## src/dmtlb_pkg.sv

```systemverilog
// Shared types and constants for the direct-mapped TLB.
`timescale 1ns / 1ps

package dmtlb_pkg;

  localparam logic [1:0] REQ_LOOKUP = 2'd0;
  localparam logic [1:0] REQ_INSERT = 2'd1;
  localparam logic [1:0] REQ_FLUSH  = 2'd2;

  localparam logic [1:0] ACC_LOAD  = 2'd0;
  localparam logic [1:0] ACC_STORE = 2'd1;
  localparam logic [1:0] ACC_EXEC  = 2'd2;

  localparam logic [1:0] PRIV_USER  = 2'd0;
  localparam logic [1:0] PRIV_SUPER = 2'd1;

  // PTE flag positions
  localparam int PERM_R = 1;
  localparam int PERM_W = 2;
  localparam int PERM_X = 3;
  localparam int PERM_U = 4;
  localparam int PERM_D = 7;

  localparam int VA_W = 64;
  localparam int PA_W = 56;
  localparam int PAGE_OFS_W = 12;

  typedef struct packed {
    logic [1:0]      req_type;
    logic [VA_W-1:0] vaddr;
    logic [PA_W-1:0] phys_addr;
    logic [5:0]      page_shift;
    logic [7:0]      perm_bits;
    logic [15:0]     addr_space_id;
    logic            is_global;
    logic [1:0]      access_kind;
    logic [1:0]      priv_mode;
    logic            mxr_flag;
    logic            sum_flag;
  } req_t;

  typedef struct packed {
    logic [VA_W-1:0] vbase;
    logic [PA_W-1:0] pbase;
    logic [15:0]     asid;
    logic [5:0]      shift;
    logic [7:0]      perm;
    logic            glob;
  } entry_t;

endpackage

```

## src/dmtlb_check.sv

```systemverilog
// Tag, ASID and permission check with physical address forming.
`timescale 1ns / 1ps

module dmtlb_check (
  input  dmtlb_pkg::req_t                 req,
  input  dmtlb_pkg::entry_t               entry,
  input  logic                            entry_valid,
  output logic                            hit,
  output logic [dmtlb_pkg::PA_W-1:0]      trans_addr
);

  logic [63:0] mask;
  logic        tag_ok;
  logic        asid_ok;
  logic        kind_ok;
  logic        priv_ok;
  logic        upage;

  assign mask    = (64'd1 << entry.shift) - 64'd1;
  assign tag_ok  = (req.vaddr & ~mask) == entry.vbase;
  assign asid_ok = entry.glob || (entry.asid == req.addr_space_id);
  assign upage   = entry.perm[dmtlb_pkg::PERM_U];

  always_comb begin
    unique case (req.access_kind)
      dmtlb_pkg::ACC_STORE:
        kind_ok = entry.perm[dmtlb_pkg::PERM_W] && entry.perm[dmtlb_pkg::PERM_D];
      dmtlb_pkg::ACC_EXEC:
        kind_ok = entry.perm[dmtlb_pkg::PERM_X]
               && !(req.priv_mode == dmtlb_pkg::PRIV_SUPER && upage);
      default:
        kind_ok = entry.perm[dmtlb_pkg::PERM_R]
               || (entry.perm[dmtlb_pkg::PERM_X] && req.mxr_flag);
    endcase
  end

  // machine mode (and the unused code) skip the U/SUM rules
  always_comb begin
    unique case (req.priv_mode)
      dmtlb_pkg::PRIV_USER:  priv_ok = upage;
      dmtlb_pkg::PRIV_SUPER: priv_ok = !upage || req.sum_flag;
      default:               priv_ok = 1'b1;
    endcase
  end

  assign hit = (req.req_type == dmtlb_pkg::REQ_LOOKUP) && entry_valid
            && tag_ok && asid_ok && kind_ok && priv_ok;

  assign trans_addr = hit ? (entry.pbase
                             | (req.vaddr[dmtlb_pkg::PA_W-1:0]
                                & mask[dmtlb_pkg::PA_W-1:0]))
                          : '0;

endmodule

```

## config.mk

```make
export PLATFORM = sky130hd
export DESIGN_NAME = dmtlb_check
export DESIGN_NICKNAME = d
export VERILOG_FILES = /design/src/dmtlb_pkg.sv /design/src/dmtlb_check.sv
export SDC_FILE = /design/constraint.sdc
export NUM_CORES = 1
export LEC_CHECK = 0
export BUFFER_PORTS_ARGS = -buffer_cell sky130_fd_sc_hd__buf_2
export CORE_AREA = 5 5 140 142
export DETAILED_ROUTE_END_ITERATION = 6
export DIE_AREA = 0 0 145 147
export PLACE_DENSITY = 0.65
export SYNTH_ARGS = -nofsm -noshare
export SYNTH_HDL_FRONTEND = slang
export SYNTH_SLANG_ARGS = --single-unit
export TNS_END_PERCENT = 100
```

## constraint.sdc

```tcl
create_clock -name vclk -period 5.62
set_clock_uncertainty 0.2 [all_clocks]
set_input_delay 1.124 -clock vclk [all_inputs]
set_output_delay 1.124 -clock vclk [all_outputs]
set_load 0.005 [all_outputs]
```

==> impl_metrics.csv <==
group,metric,value,unit
final_layout,seq_area,0,µm²
logic_synthesis,synth_mux_area_share,1.70,%
sta,drv_slew,0,
detailed_routing,vias,7427,
sta,max_slew_margin,48.3,%
sta,fin_ws,-0.238,ns
die,die_w,145,µm
power,p_switching,261,µW
detailed_routing,drt_iter0_drc,741,
critical_path,worst_path_largest_cell_delay,0.64,ns
critical_path,cpLargestDelayFamily,"simple AND/OR/NAND/NOR gates",
power,p_per_area,57.1,mW/mm²
detailed_routing,drt_first_pass_iters,5,
critical_path,critPathKind,"primary input to output pin",
sta,fmax,171,MHz
critical_path,cp.required,4.30,ns
final_layout,final_area,0.00843,mm²
critical_path,startpoint_type,"primary input",
grt,grt_antenna_before_repair,1,
logic_synthesis,synthSimpleGateAreaFrac,42.6,%
logic_synthesis,synthCells,672,
logic_synthesis,yosys.area.top_type,"nor4_2",
sta,setup_viol,57,
power,p_sw_share,54.3,%
final_layout,drive_above_1_share,53.3,%
die,start_util,23.7,%
die,die_area,0.0213,mm²
power,p_seq_share,0,%
logic_synthesis,yosys-top-cells-area,"nor4_2 8.6%, o21ai_0 6.8%, xnor2_1 6.7%",
logic_synthesis,synthAdderAreaFrac,0.864,%
grt,grt_pass1_wl,44400,µm
flow_run,cap_violations,0,
sta,hold_violations,0,
sta,max_slew.worst_pin.slew,0.773,ns
place,portBuffers,294,
critical_path,critPathArrivalTime,4.53,ns
die,std_cell_rows,50,
detailed_routing,routed_wl,31800,µm
detailed_routing,drc_errors,0,
place,globalplace.congestion,0.976,
grt,grt_max_degree,40,
detailed_routing,ant_nets,0,
critical_path,path_max_fanout,12,
power,power_frac_comb,100.0,%
critical_path,path_buf_inv,5,
logic_synthesis,synth_top_family_by_area,"simple AND/OR/NAND/NOR gates",
logic_synthesis,synth_area,0.00434,mm²
logic_synthesis,yosys_warnings,0,
grt,grt_pass1_vias,7386,
critical_path,cp-end-kind,"output pin",
logic_synthesis,avgSynthCellArea,6.46,µm²
logic_synthesis,synth_xor_area_share,11.5,%
final_layout,final_util,46.0,%
sta,rsz0062_at_grt,"yes",
die,die_y,147,µm
logic_synthesis,synth_compound_gate_area_share,33.7,%
critical_path,cp.depth,14,
power,total_power,481,µW
sta,min_period,5.86,ns
power,ir_drop,0.0297,mV
grt,overflow,0,
final_layout,clkbuf_count,0,
run_status,status,"complete, but fails checks",
min_path,holdPathStages,4,
grt,grt_use_total,26.3,%
final_layout,area_growth_syn_to_layout,94.0,%
logic_synthesis,synth_fp_nets,986,
sta,tns,-7.42,ns
final_layout,fillers,1896,
place,dpl-instance-area,0.00733,mm²
critical_path,slowest_stage,"or4_4",
sta,whs,2.48,ns
die,io_pins,368,
logic_synthesis,ys_types,73,
final_layout,num-nets-final,1397,
run_status,failed_checks,"setup timing",
min_path,hold_path.class,"primary input to output pin",
final_layout,seq_cell_count,0,
logic_synthesis,netlist.area_leader.share,8.64,%
power,p_int,220,µW
detailed_routing,wl_per_cell,24.1,µm
power,clkPwrFrac,0,%
sta,timing.final.crit_share,104,%
die,core,0.0183,mm²
place,post-dp-hpwl,25600,µm
final_layout,multiInputGateArea,0.00479,mm²
critical_path,crit_chain,"buf_8 > nor4_4 > nand3_2 > ha_4 > buf_6 > a32oi_2 > o22ai_1 > a311o_1 > or4_4 > or4_4 > clkbuf_16 > buf_4 > nor4_4 > buf_2",
power,p_leak,4.37,nW
logic_synthesis,ys_seq_area_share,0,%
detailed_routing,viasPerCell,5.64,
[what timing repair did]
action,4_1_cts,5_1_grt
buffers inserted,6,21
setup endpoints to repair,57,57
pin swaps,0,28
cloned,2,10
hold buffers,0,0
resized for setup,35,86
[worst min-delay path, delay by kind of cell]
| family | cells | cell delay (ns) |
|---|---|---|
| compound gates | 1 | 0.10 |
| buf+inv | 2 | 0.21 |
| simple gates | 1 | 0.12 |
[power groups by stage]
stage	Combinational, mW	Clock [mW]	Sequential (mW)
floorplan	0.198	0	0
global placement	0.438	0	0
detailed placement	0.440	0	0
CTS	0.447	0	0
global route	0.512	0	0
finish	0.481	0.0000000476	0
[metal layers]
| layer | wire, µm | track usage [%] | vias to the layer above |
|---|---|---|---|
| li1 | - | - | 3408 |
| met1 | 12100 | 32.4 | 3474 |
| met2 | 15400 | 46.3 | 487 |
| met3 | 3240 | 5.37 | 58 |
| met4 | 1050 | 7.30 | 0 |
| met5 | 0 | 0 | - |
[through the flow]
stage | worst slack [ns] | std cells
floorplan | -0.0459 | 672
global placement | -0.336 | 1277
detailed placement | -0.313 | 1277
CTS | -0.224 | 1285
global route | -0.335 | 1315
finish | -0.238 | 1317
[cell usage in the layout (no fill, tap or decap), drive strengths merged, types with 9 or more instances in the layout]
cell / n
a21boi: 11
o21ai: 62
nor3: 15
inv: 34
nand2b: 18
nand2: 55
nor2b: 19
nor4: 63
o211ai: 9
xnor2: 33
nand4: 26
nand3: 19
xor2: 24
a21oi: 20
a21o: 29
nor2: 31
buf: 463
and3: 9
[cell type report]
type                            instances  share of cell area [%]
Timing Repair Buffer                  470                    38.0
Inverter                               36                    1.62
Antenna cell                            2                  0.0594
Multi-Input combinational cell        575                    56.8
Tap cell                              234                    3.47
[kinds of logic after synthesis]
kind of cell / after synthesis
xor gates and xnor gates: 57
and+or+nand+nor: 295
AOI/OAI and AO/OA: 212
muxes: 7
buffers and inverters: 98
adders and majority gates: 3
[final timing paths]
check / end / slack, ns / start
max: trans_addr[41] / -0.24 / entry[11]
min: trans_addr[47] / 2.48 / entry[78]
[synth_stat cells (20+ instances only)]
cell      count
a21o_1       29
a21oi_1      20
clkbuf_1     35
inv_1        34
nand2_1      55
nand4_1      26
nor2_1       31
nor4_1       33
nor4_2       30
o21ai_0      59
xnor2_1      33
xor2_1       24
Power figures use the tool's default switching activity.
